==> src/hw/rtl/psbw_pkg.sv <==
// ----------------------------------------------------------------------------
// psbw_pkg
// Shared widths, codes, types and saturation helpers for the periodic
// shear boundary wrap block.
// ----------------------------------------------------------------------------
package psbw_pkg;

  // Field widths
  localparam int COORD_WIDTH = 32;
  localparam int BOX_W       = 31;
  localparam int MODE_W      = 2;
  localparam int CFG_IDX_W   = 3;
  localparam int CFG_DATA_W  = 32;

  // Wrap pass limit per axis and pass counter width
  localparam int MAX_WRAPS   = 8;
  localparam int WCNT_W      = $clog2(MAX_WRAPS + 1);

  // Internal coordinate width: room for MAX_WRAPS y shifts on top of a coordinate
  localparam int INT_W       = COORD_WIDTH + $clog2(MAX_WRAPS + 2) + 1;

  // Boundary modes
  localparam logic [MODE_W-1:0] MODE_NONE     = 2'd0;
  localparam logic [MODE_W-1:0] MODE_OPEN     = 2'd1;
  localparam logic [MODE_W-1:0] MODE_PERIODIC = 2'd2;
  localparam logic [MODE_W-1:0] MODE_SHEAR    = 2'd3;

  // Register indexes
  localparam logic [CFG_IDX_W-1:0] REG_MODE        = 3'd0;
  localparam logic [CFG_IDX_W-1:0] REG_BOX_X       = 3'd1;
  localparam logic [CFG_IDX_W-1:0] REG_BOX_Y       = 3'd2;
  localparam logic [CFG_IDX_W-1:0] REG_BOX_Z       = 3'd3;
  localparam logic [CFG_IDX_W-1:0] REG_SHIFT_OUTER = 3'd4;
  localparam logic [CFG_IDX_W-1:0] REG_SHIFT_INNER = 3'd5;
  localparam logic [CFG_IDX_W-1:0] REG_KICK_AZ     = 3'd6;
  localparam logic [CFG_IDX_W-1:0] REG_KICK_RAD    = 3'd7;

  // Reset box length: 1.0 in Q16.16
  localparam logic [BOX_W-1:0] BOX_RESET = BOX_W'(65536);

  // Configuration snapshot seen by the sequencer
  typedef struct packed {
    logic [MODE_W-1:0]             mode;
    logic [BOX_W-1:0]              box_x;
    logic [BOX_W-1:0]              box_y;
    logic [BOX_W-1:0]              box_z;
    logic signed [COORD_WIDTH-1:0] shift_outer;
    logic signed [COORD_WIDTH-1:0] shift_inner;
    logic signed [COORD_WIDTH-1:0] kick_az;
    logic signed [COORD_WIDTH-1:0] kick_rad;
  } psbw_cfg_t;

  // Request to the shared wrap unit
  typedef struct packed {
    logic signed [INT_W-1:0] coord;
    logic [BOX_W-1:0]        box;
  } psbw_alu_req_t;

  // Response of the shared wrap unit
  typedef struct packed {
    logic                    above;
    logic                    below;
    logic signed [INT_W-1:0] wrapped;
  } psbw_alu_rsp_t;

  // Clamp an internal coordinate to the signed coordinate range
  function automatic logic [COORD_WIDTH-1:0] sat_coord(input logic [INT_W-1:0] v);
    logic [INT_W-COORD_WIDTH:0] hi;
    hi = v[INT_W-1:COORD_WIDTH-1];
    if ((&hi) || (~|hi)) begin
      return v[COORD_WIDTH-1:0];
    end else if (v[INT_W-1]) begin
      return {1'b1, {(COORD_WIDTH-1){1'b0}}};
    end else begin
      return {1'b0, {(COORD_WIDTH-1){1'b1}}};
    end
  endfunction

  // Saturating add or subtract of two signed coordinates
  function automatic logic [COORD_WIDTH-1:0] sat_addsub(input logic [COORD_WIDTH-1:0] a,
                                                       input logic [COORD_WIDTH-1:0] b,
                                                       input logic sub);
    logic [COORD_WIDTH:0] ae;
    logic [COORD_WIDTH:0] be;
    logic [COORD_WIDTH:0] s;
    ae = {a[COORD_WIDTH-1], a};
    be = {b[COORD_WIDTH-1], b};
    s  = sub ? (ae - be) : (ae + be);
    if (s[COORD_WIDTH] == s[COORD_WIDTH-1]) begin
      return s[COORD_WIDTH-1:0];
    end else if (s[COORD_WIDTH]) begin
      return {1'b1, {(COORD_WIDTH-1){1'b0}}};
    end else begin
      return {1'b0, {(COORD_WIDTH-1){1'b1}}};
    end
  endfunction

endpackage

==> src/hw/rtl/psbw_if.sv <==
// ----------------------------------------------------------------------------
// psbw interfaces
// Valid/ready channels for particles in, wrapped particles out and
// register writes.
// ----------------------------------------------------------------------------
interface psbw_in_if;
  logic                                     valid;
  logic                                     ready;
  logic signed [psbw_pkg::COORD_WIDTH-1:0]  pos_x;
  logic signed [psbw_pkg::COORD_WIDTH-1:0]  pos_y;
  logic signed [psbw_pkg::COORD_WIDTH-1:0]  pos_z;
  logic signed [psbw_pkg::COORD_WIDTH-1:0]  vel_x;
  logic signed [psbw_pkg::COORD_WIDTH-1:0]  vel_y;
  logic                                     last_in_batch;

  modport source (output valid, pos_x, pos_y, pos_z, vel_x, vel_y, last_in_batch,
                  input ready);
  modport sink   (input valid, pos_x, pos_y, pos_z, vel_x, vel_y, last_in_batch,
                  output ready);
endinterface

interface psbw_out_if;
  logic                                     valid;
  logic                                     ready;
  logic signed [psbw_pkg::COORD_WIDTH-1:0]  new_x;
  logic signed [psbw_pkg::COORD_WIDTH-1:0]  new_y;
  logic signed [psbw_pkg::COORD_WIDTH-1:0]  new_z;
  logic signed [psbw_pkg::COORD_WIDTH-1:0]  new_vx;
  logic signed [psbw_pkg::COORD_WIDTH-1:0]  new_vy;
  logic                                     remove_flag;
  logic                                     unsettled_flag;
  logic                                     last_out;

  modport source (output valid, new_x, new_y, new_z, new_vx, new_vy, remove_flag,
                  unsettled_flag, last_out, input ready);
  modport sink   (input valid, new_x, new_y, new_z, new_vx, new_vy, remove_flag,
                  unsettled_flag, last_out, output ready);
endinterface

interface psbw_cfg_if;
  logic                               valid;
  logic                               ready;
  logic [psbw_pkg::CFG_IDX_W-1:0]     wr_index;
  logic [psbw_pkg::CFG_DATA_W-1:0]    wr_data;

  modport source (output valid, wr_index, wr_data, input ready);
  modport sink   (input valid, wr_index, wr_data, output ready);
endinterface

==> src/hw/rtl/periodic_shear_boundary_wrap_top.sv <==
// Flow: in mode none a particle goes straight to the result register; otherwise
//   x, y and z each pass through the wrap unit first (each axis wraps at most 8 times).
// The input waits until the particle has left for the result register: ready is high
//   only while the sequencer is idle, as it steps x, y and z through the single shared compare/add unit.
// Reset: synchronous active-low rst_n clears the sequencer and the result valid,
//   sets mode none, box lengths 1.0 and all shift and kick registers to zero.
// ----------------------------------------------------------------------------
// periodic_shear_boundary_wrap_top
// Periodic, open and shearing-sheet boundary handling for one particle at a
// time, with register-programmed box size and shear terms.
// ----------------------------------------------------------------------------
module periodic_shear_boundary_wrap_top (
  input  logic        clk,
  input  logic        rst_n,
  psbw_in_if.sink     in_ch,
  psbw_out_if.source  out_ch,
  psbw_cfg_if.sink    cfg_ch
);

  psbw_pkg::psbw_cfg_t     cfg;
  psbw_pkg::psbw_alu_req_t alu_req;
  psbw_pkg::psbw_alu_rsp_t alu_rsp;

  // Configuration registers
  psbw_cfg_regs u_cfg (
    .clk    (clk),
    .rst_n  (rst_n),
    .cfg_ch (cfg_ch),
    .cfg    (cfg)
  );

  // Shared wrap unit
  psbw_wrap_alu u_alu (
    .req (alu_req),
    .rsp (alu_rsp)
  );

  // Axis sequencer and result register
  psbw_seq u_seq (
    .clk     (clk),
    .rst_n   (rst_n),
    .cfg     (cfg),
    .in_ch   (in_ch),
    .out_ch  (out_ch),
    .alu_req (alu_req),
    .alu_rsp (alu_rsp)
  );

endmodule

==> src/hw/rtl/psbw_cfg_regs.sv <==
// ----------------------------------------------------------------------------
// psbw_cfg_regs
// Boundary configuration register file; always takes a write.
// ----------------------------------------------------------------------------
module psbw_cfg_regs (
  input  logic                clk,
  input  logic                rst_n,
  psbw_cfg_if.sink            cfg_ch,
  output psbw_pkg::psbw_cfg_t cfg
);

  psbw_pkg::psbw_cfg_t cfg_r;
  psbw_pkg::psbw_cfg_t cfg_nxt;

  assign cfg_ch.ready = 1'b1;
  assign cfg          = cfg_r;

  // Register write decode
  always_comb begin
    cfg_nxt = cfg_r;
    if (cfg_ch.valid) begin
      case (cfg_ch.wr_index)
        psbw_pkg::REG_MODE:        cfg_nxt.mode        = cfg_ch.wr_data[psbw_pkg::MODE_W-1:0];
        psbw_pkg::REG_BOX_X:       cfg_nxt.box_x       = cfg_ch.wr_data[psbw_pkg::BOX_W-1:0];
        psbw_pkg::REG_BOX_Y:       cfg_nxt.box_y       = cfg_ch.wr_data[psbw_pkg::BOX_W-1:0];
        psbw_pkg::REG_BOX_Z:       cfg_nxt.box_z       = cfg_ch.wr_data[psbw_pkg::BOX_W-1:0];
        psbw_pkg::REG_SHIFT_OUTER: cfg_nxt.shift_outer = cfg_ch.wr_data;
        psbw_pkg::REG_SHIFT_INNER: cfg_nxt.shift_inner = cfg_ch.wr_data;
        psbw_pkg::REG_KICK_AZ:     cfg_nxt.kick_az     = cfg_ch.wr_data;
        psbw_pkg::REG_KICK_RAD:    cfg_nxt.kick_rad    = cfg_ch.wr_data;
        default:                   cfg_nxt = cfg_r;
      endcase
    end
  end

  always_ff @(posedge clk) begin
    if (!rst_n) begin
      cfg_r.mode        <= psbw_pkg::MODE_NONE;
      cfg_r.box_x       <= psbw_pkg::BOX_RESET;
      cfg_r.box_y       <= psbw_pkg::BOX_RESET;
      cfg_r.box_z       <= psbw_pkg::BOX_RESET;
      cfg_r.shift_outer <= '0;
      cfg_r.shift_inner <= '0;
      cfg_r.kick_az     <= '0;
      cfg_r.kick_rad    <= '0;
    end else begin
      cfg_r <= cfg_nxt;
    end
  end

endmodule

==> src/hw/rtl/psbw_wrap_alu.sv <==
// ----------------------------------------------------------------------------
// psbw_wrap_alu
// Shared compare and add unit: tests 2c against +/-box and forms c -/+ box.
// ----------------------------------------------------------------------------
module psbw_wrap_alu (
  input  psbw_pkg::psbw_alu_req_t req,
  output psbw_pkg::psbw_alu_rsp_t rsp
);

  logic signed [psbw_pkg::INT_W:0]   two_c;
  logic signed [psbw_pkg::INT_W:0]   box_w;
  logic signed [psbw_pkg::INT_W-1:0] box_c;

  // Doubled coordinate and zero-extended box
  assign two_c = {req.coord, 1'b0};
  assign box_w = $signed({{(psbw_pkg::INT_W + 1 - psbw_pkg::BOX_W){1'b0}}, req.box});
  assign box_c = $signed({{(psbw_pkg::INT_W - psbw_pkg::BOX_W){1'b0}}, req.box});

  // Outside test and one wrap step
  assign rsp.above   = two_c > box_w;
  assign rsp.below   = two_c < -box_w;
  assign rsp.wrapped = rsp.above ? (req.coord - box_c) : (req.coord + box_c);

endmodule

==> src/hw/rtl/psbw_seq.sv <==
// ----------------------------------------------------------------------------
// psbw_seq
// Sequencer: walks x, y and z through the shared wrap unit one pass per
// cycle, applies shear shifts and kicks, and holds the result register.
// ----------------------------------------------------------------------------
module psbw_seq (
  input  logic                    clk,
  input  logic                    rst_n,
  input  psbw_pkg::psbw_cfg_t     cfg,
  psbw_in_if.sink                 in_ch,
  psbw_out_if.source              out_ch,
  output psbw_pkg::psbw_alu_req_t alu_req,
  input  psbw_pkg::psbw_alu_rsp_t alu_rsp
);

  localparam logic [2:0] ST_IDLE = 3'd0;
  localparam logic [2:0] ST_X    = 3'd1;
  localparam logic [2:0] ST_Y    = 3'd2;
  localparam logic [2:0] ST_Z    = 3'd3;
  localparam logic [2:0] ST_DONE = 3'd4;

  localparam int IW = psbw_pkg::INT_W;
  localparam int CW = psbw_pkg::COORD_WIDTH;

  logic [2:0]                  state_r, state_nxt;
  logic [psbw_pkg::WCNT_W-1:0] cnt_r, cnt_nxt;
  logic signed [IW-1:0]        x_r, x_nxt;
  logic signed [IW-1:0]        y_r, y_nxt;
  logic signed [IW-1:0]        z_r, z_nxt;
  logic [CW-1:0]               vx_r, vx_nxt;
  logic [CW-1:0]               vy_r, vy_nxt;
  logic                        last_r, last_nxt;
  logic                        rem_r, rem_nxt;
  logic                        uns_r, uns_nxt;

  logic                        out_valid_r, out_valid_nxt;
  logic [CW-1:0]               ox_r, oy_r, oz_r, ovx_r, ovy_r;
  logic                        orem_r, ouns_r, olast_r;

  logic                        in_fire;
  logic                        out_free;
  logic                        outside;
  logic                        go_next;
  logic                        shear_x;
  logic signed [IW-1:0]        shift_sel;

  assign in_fire  = in_ch.valid && in_ch.ready;
  assign out_free = !out_valid_r || out_ch.ready;
  assign in_ch.ready = (state_r == ST_IDLE);

  // Operand select for the shared unit
  always_comb begin
    case (state_r)
      ST_Y:    begin alu_req.coord = y_r; alu_req.box = cfg.box_y; end
      ST_Z:    begin alu_req.coord = z_r; alu_req.box = cfg.box_z; end
      default: begin alu_req.coord = x_r; alu_req.box = cfg.box_x; end
    endcase
  end

  assign outside   = alu_rsp.above || alu_rsp.below;
  assign go_next   = (cfg.mode == psbw_pkg::MODE_OPEN) || !outside ||
                     (cnt_r == psbw_pkg::WCNT_W'(psbw_pkg::MAX_WRAPS));
  assign shear_x   = (state_r == ST_X) && (cfg.mode == psbw_pkg::MODE_SHEAR);
  assign shift_sel = alu_rsp.above ? IW'(cfg.shift_outer) : IW'(cfg.shift_inner);

  // Next-state and datapath
  always_comb begin
    state_nxt = state_r;
    cnt_nxt   = cnt_r;
    x_nxt     = x_r;
    y_nxt     = y_r;
    z_nxt     = z_r;
    vx_nxt    = vx_r;
    vy_nxt    = vy_r;
    last_nxt  = last_r;
    rem_nxt   = rem_r;
    uns_nxt   = uns_r;
    case (state_r)
      ST_IDLE: begin
        if (in_fire) begin
          x_nxt     = IW'(in_ch.pos_x);
          y_nxt     = IW'(in_ch.pos_y);
          z_nxt     = IW'(in_ch.pos_z);
          vx_nxt    = in_ch.vel_x;
          vy_nxt    = in_ch.vel_y;
          last_nxt  = in_ch.last_in_batch;
          rem_nxt   = 1'b0;
          uns_nxt   = 1'b0;
          cnt_nxt   = '0;
          state_nxt = (cfg.mode == psbw_pkg::MODE_NONE) ? ST_DONE : ST_X;
        end
      end
      ST_X, ST_Y, ST_Z: begin
        if (go_next) begin
          if (cfg.mode == psbw_pkg::MODE_OPEN) begin
            rem_nxt = rem_r | outside;
          end else begin
            uns_nxt = uns_r | outside;
          end
          cnt_nxt = '0;
          case (state_r)
            ST_X:    state_nxt = ST_Y;
            ST_Y:    state_nxt = ST_Z;
            default: state_nxt = ST_DONE;
          endcase
        end else begin
          cnt_nxt = cnt_r + 1'b1;
          case (state_r)
            ST_X:    x_nxt = alu_rsp.wrapped;
            ST_Y:    y_nxt = alu_rsp.wrapped;
            default: z_nxt = alu_rsp.wrapped;
          endcase
          // Radial wrap in shear mode also shifts y and kicks velocity
          if (shear_x) begin
            y_nxt  = y_r + shift_sel;
            vy_nxt = psbw_pkg::sat_addsub(vy_r, cfg.kick_az, alu_rsp.below);
            vx_nxt = psbw_pkg::sat_addsub(vx_r, cfg.kick_rad, alu_rsp.above);
          end
        end
      end
      ST_DONE: begin
        if (out_free) begin
          state_nxt = ST_IDLE;
        end
      end
      default: state_nxt = ST_IDLE;
    endcase
  end

  // Result register handshake
  always_comb begin
    out_valid_nxt = out_valid_r;
    if (out_ch.ready) begin
      out_valid_nxt = 1'b0;
    end
    if ((state_r == ST_DONE) && out_free) begin
      out_valid_nxt = 1'b1;
    end
  end

  always_ff @(posedge clk) begin
    if (!rst_n) begin
      state_r     <= ST_IDLE;
      cnt_r       <= '0;
      out_valid_r <= 1'b0;
    end else begin
      state_r     <= state_nxt;
      cnt_r       <= cnt_nxt;
      out_valid_r <= out_valid_nxt;
    end
  end

  // Working registers
  always_ff @(posedge clk) begin
    x_r    <= x_nxt;
    y_r    <= y_nxt;
    z_r    <= z_nxt;
    vx_r   <= vx_nxt;
    vy_r   <= vy_nxt;
    last_r <= last_nxt;
    rem_r  <= rem_nxt;
    uns_r  <= uns_nxt;
  end

  // Result payload, saturated to the coordinate range
  always_ff @(posedge clk) begin
    if ((state_r == ST_DONE) && out_free) begin
      ox_r    <= psbw_pkg::sat_coord(x_r);
      oy_r    <= psbw_pkg::sat_coord(y_r);
      oz_r    <= psbw_pkg::sat_coord(z_r);
      ovx_r   <= vx_r;
      ovy_r   <= vy_r;
      orem_r  <= rem_r;
      ouns_r  <= uns_r;
      olast_r <= last_r;
    end
  end

  assign out_ch.valid          = out_valid_r;
  assign out_ch.new_x          = ox_r;
  assign out_ch.new_y          = oy_r;
  assign out_ch.new_z          = oz_r;
  assign out_ch.new_vx         = ovx_r;
  assign out_ch.new_vy         = ovy_r;
  assign out_ch.remove_flag    = orem_r;
  assign out_ch.unsettled_flag = ouns_r;
  assign out_ch.last_out       = olast_r;

endmodule

==> src/flat_wrapper.sv <==
// flat-port wrapper written by rule: the top's interface ports become plain ports
module periodic_shear_boundary_wrap_top_flat 
  (clk, rst_n, in_ch_valid, in_ch_pos_x, in_ch_pos_y, in_ch_pos_z, in_ch_vel_x, in_ch_vel_y, in_ch_last_in_batch, in_ch_ready, out_ch_valid, out_ch_new_x, out_ch_new_y, out_ch_new_z, out_ch_new_vx, out_ch_new_vy, out_ch_remove_flag, out_ch_unsettled_flag, out_ch_last_out, out_ch_ready, cfg_ch_valid, cfg_ch_wr_index, cfg_ch_wr_data, cfg_ch_ready);
  psbw_in_if in_ch_i ();
  psbw_out_if out_ch_i ();
  psbw_cfg_if cfg_ch_i ();
  input  logic clk;
  input  logic rst_n;
  input wire logic [$bits(in_ch_i.valid)-1:0] in_ch_valid;
  input wire logic [$bits(in_ch_i.pos_x)-1:0] in_ch_pos_x;
  input wire logic [$bits(in_ch_i.pos_y)-1:0] in_ch_pos_y;
  input wire logic [$bits(in_ch_i.pos_z)-1:0] in_ch_pos_z;
  input wire logic [$bits(in_ch_i.vel_x)-1:0] in_ch_vel_x;
  input wire logic [$bits(in_ch_i.vel_y)-1:0] in_ch_vel_y;
  input wire logic [$bits(in_ch_i.last_in_batch)-1:0] in_ch_last_in_batch;
  output wire logic [$bits(in_ch_i.ready)-1:0] in_ch_ready;
  output wire logic [$bits(out_ch_i.valid)-1:0] out_ch_valid;
  output wire logic [$bits(out_ch_i.new_x)-1:0] out_ch_new_x;
  output wire logic [$bits(out_ch_i.new_y)-1:0] out_ch_new_y;
  output wire logic [$bits(out_ch_i.new_z)-1:0] out_ch_new_z;
  output wire logic [$bits(out_ch_i.new_vx)-1:0] out_ch_new_vx;
  output wire logic [$bits(out_ch_i.new_vy)-1:0] out_ch_new_vy;
  output wire logic [$bits(out_ch_i.remove_flag)-1:0] out_ch_remove_flag;
  output wire logic [$bits(out_ch_i.unsettled_flag)-1:0] out_ch_unsettled_flag;
  output wire logic [$bits(out_ch_i.last_out)-1:0] out_ch_last_out;
  input wire logic [$bits(out_ch_i.ready)-1:0] out_ch_ready;
  input wire logic [$bits(cfg_ch_i.valid)-1:0] cfg_ch_valid;
  input wire logic [$bits(cfg_ch_i.wr_index)-1:0] cfg_ch_wr_index;
  input wire logic [$bits(cfg_ch_i.wr_data)-1:0] cfg_ch_wr_data;
  output wire logic [$bits(cfg_ch_i.ready)-1:0] cfg_ch_ready;
  assign in_ch_i.valid = in_ch_valid;
  assign in_ch_i.pos_x = in_ch_pos_x;
  assign in_ch_i.pos_y = in_ch_pos_y;
  assign in_ch_i.pos_z = in_ch_pos_z;
  assign in_ch_i.vel_x = in_ch_vel_x;
  assign in_ch_i.vel_y = in_ch_vel_y;
  assign in_ch_i.last_in_batch = in_ch_last_in_batch;
  assign in_ch_ready = in_ch_i.ready;
  assign out_ch_valid = out_ch_i.valid;
  assign out_ch_new_x = out_ch_i.new_x;
  assign out_ch_new_y = out_ch_i.new_y;
  assign out_ch_new_z = out_ch_i.new_z;
  assign out_ch_new_vx = out_ch_i.new_vx;
  assign out_ch_new_vy = out_ch_i.new_vy;
  assign out_ch_remove_flag = out_ch_i.remove_flag;
  assign out_ch_unsettled_flag = out_ch_i.unsettled_flag;
  assign out_ch_last_out = out_ch_i.last_out;
  assign out_ch_i.ready = out_ch_ready;
  assign cfg_ch_i.valid = cfg_ch_valid;
  assign cfg_ch_i.wr_index = cfg_ch_wr_index;
  assign cfg_ch_i.wr_data = cfg_ch_wr_data;
  assign cfg_ch_ready = cfg_ch_i.ready;
  periodic_shear_boundary_wrap_top u_core (.clk(clk), .rst_n(rst_n), .in_ch(in_ch_i), .out_ch(out_ch_i), .cfg_ch(cfg_ch_i));
endmodule
==> config.mk <==
export PLATFORM = sky130hd
export DESIGN_NAME = periodic_shear_boundary_wrap_top_flat
export DESIGN_NICKNAME = d
export VERILOG_FILES = /design/src/hw/rtl/psbw_pkg.sv /design/src/hw/rtl/psbw_if.sv /design/src/hw/rtl/periodic_shear_boundary_wrap_top.sv /design/src/hw/rtl/psbw_cfg_regs.sv /design/src/hw/rtl/psbw_wrap_alu.sv /design/src/hw/rtl/psbw_seq.sv /design/src/flat_wrapper.sv
export SDC_FILE = /design/constraint.sdc
export NUM_CORES = 2
export LEC_CHECK = 0
export BUFFER_PORTS_ARGS = -buffer_cell sky130_fd_sc_hd__buf_2
export CORE_ASPECT_RATIO = 0.6
export CORE_MARGIN = 2
export CORE_UTILIZATION = 50
export DETAILED_ROUTE_END_ITERATION = 7
export HOLD_SLACK_MARGIN = 0.06
export PLACE_DENSITY = 0.7
export REMOVE_ABC_BUFFERS = 1
export SETUP_SLACK_MARGIN = 0.4
export SKIP_LAST_GASP = 1
export SLEW_MARGIN = 25
export SYNTH_ARGS = -nofsm -noshare
export SYNTH_HDL_FRONTEND = slang
export SYNTH_SLANG_ARGS = --single-unit
==> constraint.sdc <==
create_clock -name clk -period 14.1 [get_ports clk]
set_clock_uncertainty 0.1 [all_clocks]
set_input_delay 1.41 -clock clk [delete_from_list [all_inputs] [get_ports clk]]
set_output_delay 1.41 -clock clk [all_outputs]
set_load 0.005 [all_outputs]
# After elaboration in Yosys (flattened, before gate mapping)
# Index checks and enable logic that the tools add are counted.
[totals]
ff_bits = 572
input_bits = 201
output_inout_bits = 166
elab_cells = 165
[op_classes]
add_sub_neg = 9
magnitude_cmp = 2
n_eq_ne = 26
mux = 54
n_bitwise = 2
reduce_logical = 45
[ops]
columns = ["op", "n"]
rows = [
  ["2-to-1 mux 32 bit", 16],
  ["2-to-1 mux 37 bit", 12],
  ["one-hot mux 37 bit (2 select lines)", 3],
  ["one-hot mux 68 bit (2 select lines)", 1],
  ["one-hot mux 32 bit (2 select lines)", 2],
  ["adder 32 x 32 -> 33 bit", 2],
  ["2-to-1 mux 33 bit", 2],
  ["subtractor 32 x 32 -> 33 bit", 2],
  ["greater-than comparator 38 x 32 -> 1 bit", 1],
  ["< comparator 38 bit", 1],
  ["negation 31 -> 38 bit", 1],
  ["adder 37 x 32 -> 37 bit", 1],
  ["adder 37 bit", 1],
  ["subtractor 37 x 32 -> 37 bit", 1],
  ["AND reduction 4 bit", 6],
  ["AND reduction 2 bit", 10],
  ["AND reduction 6 bit", 3],
  ["OR reduction 6 bit", 3],
  ["!= test 2 bit, second input constant", 8],
  ["equality test 3 bit, second input constant", 5],
  ["equality test 3 x 2 -> 1 bit, second input constant", 4],
  ["2-to-1 mux 3 bit", 4],
  ["one-hot mux 3 bit (3 select lines)", 1],
  ["2-to-1 mux 4 bit", 2],
  ["22 further kinds", 46],
]

# Longest topological paths before layout
[logic_depth]
word_depth = 10
mapped_depth = 36
depth_no_buf = 30

# Hierarchy
# From an unflattened synthesis, not the netlist that was laid out.
[hier_totals]
hier_cells = 3721
area_unflattened_um2 = 35104.9
[modules_own_cells]
columns = ["module", "n_inst", "cells_each", "area_per_inst_um2", "seq_area_each_um2"]
rows = [
  ["psbw_seq", 1, 2331, 22405.2, 10400.0],
  ["psbw_cfg_regs", 1, 769, 8182.8, 4464.3],
  ["psbw_wrap_alu", 1, 621, 4516.8, 0.0],
]

# Least setup slack after synthesis
# Ideal clock, no wire load.
[synth_path]
path_kind = "register to register"
start = "register u_core.u_seq.state_r[1]"
end = "register u_core.u_seq.vx_r[0] (enable)"
setup_time_ns = 0.661
t_arrival_ns = 11.375
t_required_ns = 13.339
setup_slack_ns = 1.964
path_stages_with_launch = 22
cell_sequence = "dfxtp_1 buf_2 nor2b_1 buf_6 buf_2 buf_2 mux2i_1 nand3_1 nor4_1 nand2_1 or3_1 clkbuf_1 nor2_1 ha_1 a21o_1 a211o_1 o21ai_0 and3_1 nor2_1 nor2_1 o211ai_2 o41ai_1"
[synth_between]
elab_chain_cells = 10
elab_cells_between_ends = 20
cone_classes = "add/sub: 1; order compare: 2; eq/ne: 6; mux: 1; reduce/logical: 10"
[synth_rtl]
columns = ["element", "line_no", "source"]
rows = [
  ["start: declaration", "psbw_seq.sv:25", "logic [2:0] state_r, state_nxt;"],
  ["start signal: assignment", "psbw_seq.sv:147", "state_r <= state_nxt;"],
  ["equality test 3 x 2 -> 1 bit", "psbw_seq.sv:53, psbw_seq.sv:78", ""],
  ["one-hot mux 68 bit (2 select lines)", "psbw_seq.sv:53", "case (state_r)"],
  ["negation 31 -> 38 bit", "psbw_wrap_alu.sv:21", "assign rsp.below = two_c < -box_w;"],
  ["< comparator 38 bit", "psbw_wrap_alu.sv:21", ""],
  ["logical OR 1 bit", "psbw_seq.sv:60", "assign outside = alu_rsp.above || alu_rsp.below;"],
  ["zero test 1 bit", "psbw_seq.sv:61", "assign go_next = (cfg.mode == psbw_pkg::MODE_OPEN) || !outside ||"],
  ["logical OR 1 bit (2 in series)", "psbw_seq.sv:61", ""],
  ["!= test 2 bit (no source line)", "n/a", ""],
  ["AND reduction 4 bit (no source line) (*)", "n/a", ""],
  ["end signal: assignment", "psbw_seq.sv:158", "vx_r <= vx_nxt;"],
  ["end: declaration", "psbw_seq.sv:30", "logic [CW-1:0] vx_r, vx_nxt;"],
]
# Every way passes the cells marked *; elsewhere a longest branch is shown, timed or not.
# A chain may end at the register's enable or synchronous reset.

# Worst setup path in the final report
[layout_path]
start = "register u_core.u_seq.state_r[0]"
end = "register u_core.u_seq.vy_r[0], data pin"
[layout_between]
elab_chain_cells = 10
elab_cells_between_ends = 15
cone_classes = "add/sub: 1; order compare: 1; eq/ne: 4; mux: 7; reduce/logical: 2"
[layout_rtl]
columns = ["element", "line_no", "source"]
rows = [
  ["equality test 3 x 2 -> 1 bit", "psbw_seq.sv:53, psbw_seq.sv:78", ""],
  ["one-hot mux 68 bit (2 select lines)", "psbw_seq.sv:53", ""],
  ["negation 31 -> 38 bit", "psbw_wrap_alu.sv:21", ""],
  ["< comparator 38 bit", "psbw_wrap_alu.sv:21", ""],
  ["2-to-1 mux 33 bit", "psbw_pkg.sv:88", "s = sub ? (ae - be) : (ae + be);"],
  ["2-to-1 mux 32 bit or equality test 1 bit (tied branches)", "psbw_pkg.sv:91, psbw_pkg.sv:89", ""],
  ["2-to-1 mux 32 bit", "psbw_pkg.sv:89", "if (s[COORD_WIDTH] == s[COORD_WIDTH-1]) begin"],
  ["2-to-1 mux 32 bit", "psbw_seq.sv:114", "if (shear_x) begin"],
  ["2-to-1 mux 32 bit", "psbw_seq.sv:94", "if (go_next) begin"],
  ["one-hot mux 32 bit (2 select lines) (*)", "psbw_seq.sv:78", "case (state_r)"],
  ["named net u_core.u_seq.vy_nxt[0]", "psbw_seq.sv:31", "logic [CW-1:0] vy_r, vy_nxt;"],
  ["end signal: assignment", "psbw_seq.sv:159", "vy_r <= vy_nxt;"],
  ["end: declaration", "psbw_seq.sv:31", ""],
]
# The timed path passes the listed nets; every way through them passes the cells marked *. The select of a mux whose other input is x is not followed.

==> metrics.cfg <==
[logic_synthesis]
syn_avg_cell_area_um2 = 9.21
synth-seq-area-share_pct = 43.1
synth.area.top_cells = edfxtp_1 30%, dfxtp_1 13%, nand2_1 8.7%
syn_inst = 3747
synth_edf_count = 341
synth_top_area_share_pct = 29.7
yosys.area.top_type = edfxtp_1
synth.distinct_cells = 73
yosysWarnings = 0
async_flop_share_pct = 0
synthFlopType = edfxtp_1
synth.cell_area_um2 = 34500
ys_seq_elements = 572

[sta]
worst_pin_slew_ns = 1.05
fin_crit_sh_pct = 70.8
fin_tns_setup_ns = 0
grt_setup_unrepaired = no
hold_viol = 0
layout_setup_ws_ns = 4.12
maxSlewViolCount = 0
fmax_mhz = 100
slew_headroom_pct = 29.8
setup_violations = 0
whs_ns = 0.320
fin_crit_ns = 9.98

[final_layout]
multiInputGateArea_um2 = 18900
fin_cells = 4987
regArea_um2 = 14900
nFillCells = 6167
drive_gt1_share_pct = 15.1
area_growth_pct = 13.2
final_common_cell = nand2_1
nets = 4441
final_cell_mix = 800 x nand2_1, 364 x buf_2, 341 x edfxtp_1, 230 x a21boi_0, 230 x dfxtp_1
final_area_um2 = 39100
fin_util_pct = 57.3

[drt]
drt-initial-drc-count = 3263
remaining_drc_errors = 0
drtAntennaViolNets = 0
viasPerCell = 5.92
first_pass_iters = 5
vias = 29500
wl_mm = 106
wl_per_cell_um = 21.2

[floorplan]
die_y_um = 207
rows = 74
fp.dieW_um = 343
die-area_um2 = 71200
initial_core_util_pct = 50.6
pin_count = 367
coreArea_um2 = 68100

[global_route]
grtUsageTotal_pct = 28.8
grt_pass1_wl_mm = 160
grt_start_max_net_pins = 117
antenna_found_initial = 1
grt-ovfl-total = 0
grt_pass1_vias = 26800

[cts]
clk_path_buf_depth = 3
numClockSinks = 572
htreeDepth = 2
clk_pin_slew_ns = 0.06
ctsResizeCount = 0
root_buffer = clkbuf_16
ctsHoldBuffers = 0
cts_setup_buffers = 0
cts_tree = yes
cts_buffers = 53
clkLatencyLatePin_ns = 0.65

[setup_path]
start_kind = flip-flop
cp_max_fo = 52
max_stage_delay_ns = 0.91
cp_data_arrival_time_ns = 10.23
cp_slowest_cell = dfxtp_4
worstSetupPathType = flip-flop to flip-flop
critPathRequiredTime_ns = 14.36
ff2ff_setup_slack_ns = 4.12
critical_path_buf_inv_count = 1
crit_family = simple AND/OR/NAND/NOR gates
cp-end-kind = flip-flop

[power_and_ir_drop]
power_density_nw_per_um2 = 123
p_total_mw = 4.81
cellLeakagePower_nw = 16.0
irDropWorstVdd_uv = 92.2

[flow_run]
cap_violations = 0

[placement]
port_buffers = 365
pre_cts_slack_ns = 4.45
gp_congestion = 0.971
placed_area_um2 = 37300
dp.cells = 4886
dp_hpwl_mm = 78.2

[worst_hold_path]
hold_class = flip-flop to flip-flop

[run_status]
status = finished clean

==> worst register-to-register path, delay by kind of cell, from the launching register on <==
kind / cells / cell delay, ns
XOR/XNOR: 2 / 0.24
flip-flops: 1 / 0.91
buffers and inverters: 1 / 0.26
AO/OA/AOI/OAI: 11 / 2.99
multiplexers: 2 / 1.02
AND/OR/NAND/NOR: 11 / 3.33
adder cells (fa/ha/maj): 2 / 0.83
==> routing by layer <==
metal	up-vias	GRT usage [%]	part of all wire [%]
li1	14100	-	-
met1	14100	46.5	49
met2	1205	38.4	39
met3	125	6.22	9.8
met4	0	6.73	2.1
met5	-	0	0
==> cells by family (layout without fill, tap and decap cells) <==
kind of cell    Yosys count  after routing  share of synthesized area (%)
fa+ha+maj               211            211                           7.74
mux                     133            133                           4.10
compound gates         1102           1102                           20.8
xor+xnor                233            233                           5.96
buf+inv                 236            563                           2.65
other cells               1              2                         0.0109
flops                   572            572                           43.1
simple gates           1259           1259                           15.6
==> flip-flops by register name (all words and copies together) (netlist names) <==
| signal | count |
|---|---|
| u_core.u_cfg.cfg | 223 |
| u_core.u_seq.x_r | 37 |
| u_core.u_seq.y_r | 37 |
| u_core.u_seq.z_r | 37 |
| u_core.u_seq.out_ch.new_vx | 32 |
| u_core.u_seq.out_ch.new_vy | 32 |
| u_core.u_seq.out_ch.new_x | 32 |
| u_core.u_seq.out_ch.new_y | 32 |
| u_core.u_seq.out_ch.new_z | 32 |
| u_core.u_seq.vx_r | 32 |
| u_core.u_seq.vy_r | 32 |
| u_core.u_seq.cnt_r | 4 |
| u_core.u_seq.state_r | 3 |
| u_core.u_seq.last_r | 1 |
| u_core.u_seq.out_ch.last_out | 1 |
| u_core.u_seq.out_ch.remove_flag | 1 |
| u_core.u_seq.out_ch.unsettled_flag | 1 |
| u_core.u_seq.out_ch.valid | 1 |
| u_core.u_seq.rem_r | 1 |
| u_core.u_seq.uns_r | 1 |
==> final timing paths <==
path                                                           start                                      to  depth (start not counted)
worst max-delay path            u_core.u_seq.state_r[0]$_SDFFE_PN0P_          u_core.u_seq.vy_r[0]$_DFFE_PP_                         29
worst min-delay path                   u_core.u_seq.last_r$_DFFE_PP_  u_core.u_seq.out_ch.last_out$_DFFE_PP_                          0
worst max register to register  u_core.u_seq.state_r[0]$_SDFFE_PN0P_          u_core.u_seq.vy_r[0]$_DFFE_PP_                         29
worst min register to register         u_core.u_seq.last_r$_DFFE_PP_  u_core.u_seq.out_ch.last_out$_DFFE_PP_                          0
==> cell usage after synthesis (all sizes together), types with 25 or more instances <==
library cell and count:
xor2 92, a21boi 230, ha 207, o31ai 25, o21ai 255, dfxtp 231, nand2 800, nand2b 34
inv 46, mux2 66, nor2 152, a21o 178, nor3 68, mux2i 67, edfxtp 341, nand4 33
xnor2 140, clkbuf 173, a21oi 216, nand3 62
==> final cells by class <==
cell class / count / area share, %
Antenna cell: 1 / 0.00641
Multi-Input combinational cell: 2939 / 48.3
Sequential cell: 572 / 38.1
Clock inverter: 23 / 0.695
Inverter: 46 / 0.442
Tap cell: 912 / 2.92
Clock buffer: 77 / 3.91
Timing Repair Buffer: 417 / 5.68
==> where the power goes <==
part           switching [mW]  total (mW)  internal (mW)
combinational           0.826        1.32          0.493
clock                   0.670        1.52          0.847
sequential             0.0663        1.98           1.91
total                    1.56        4.81           3.25
(Power assumes the default switching activity.)
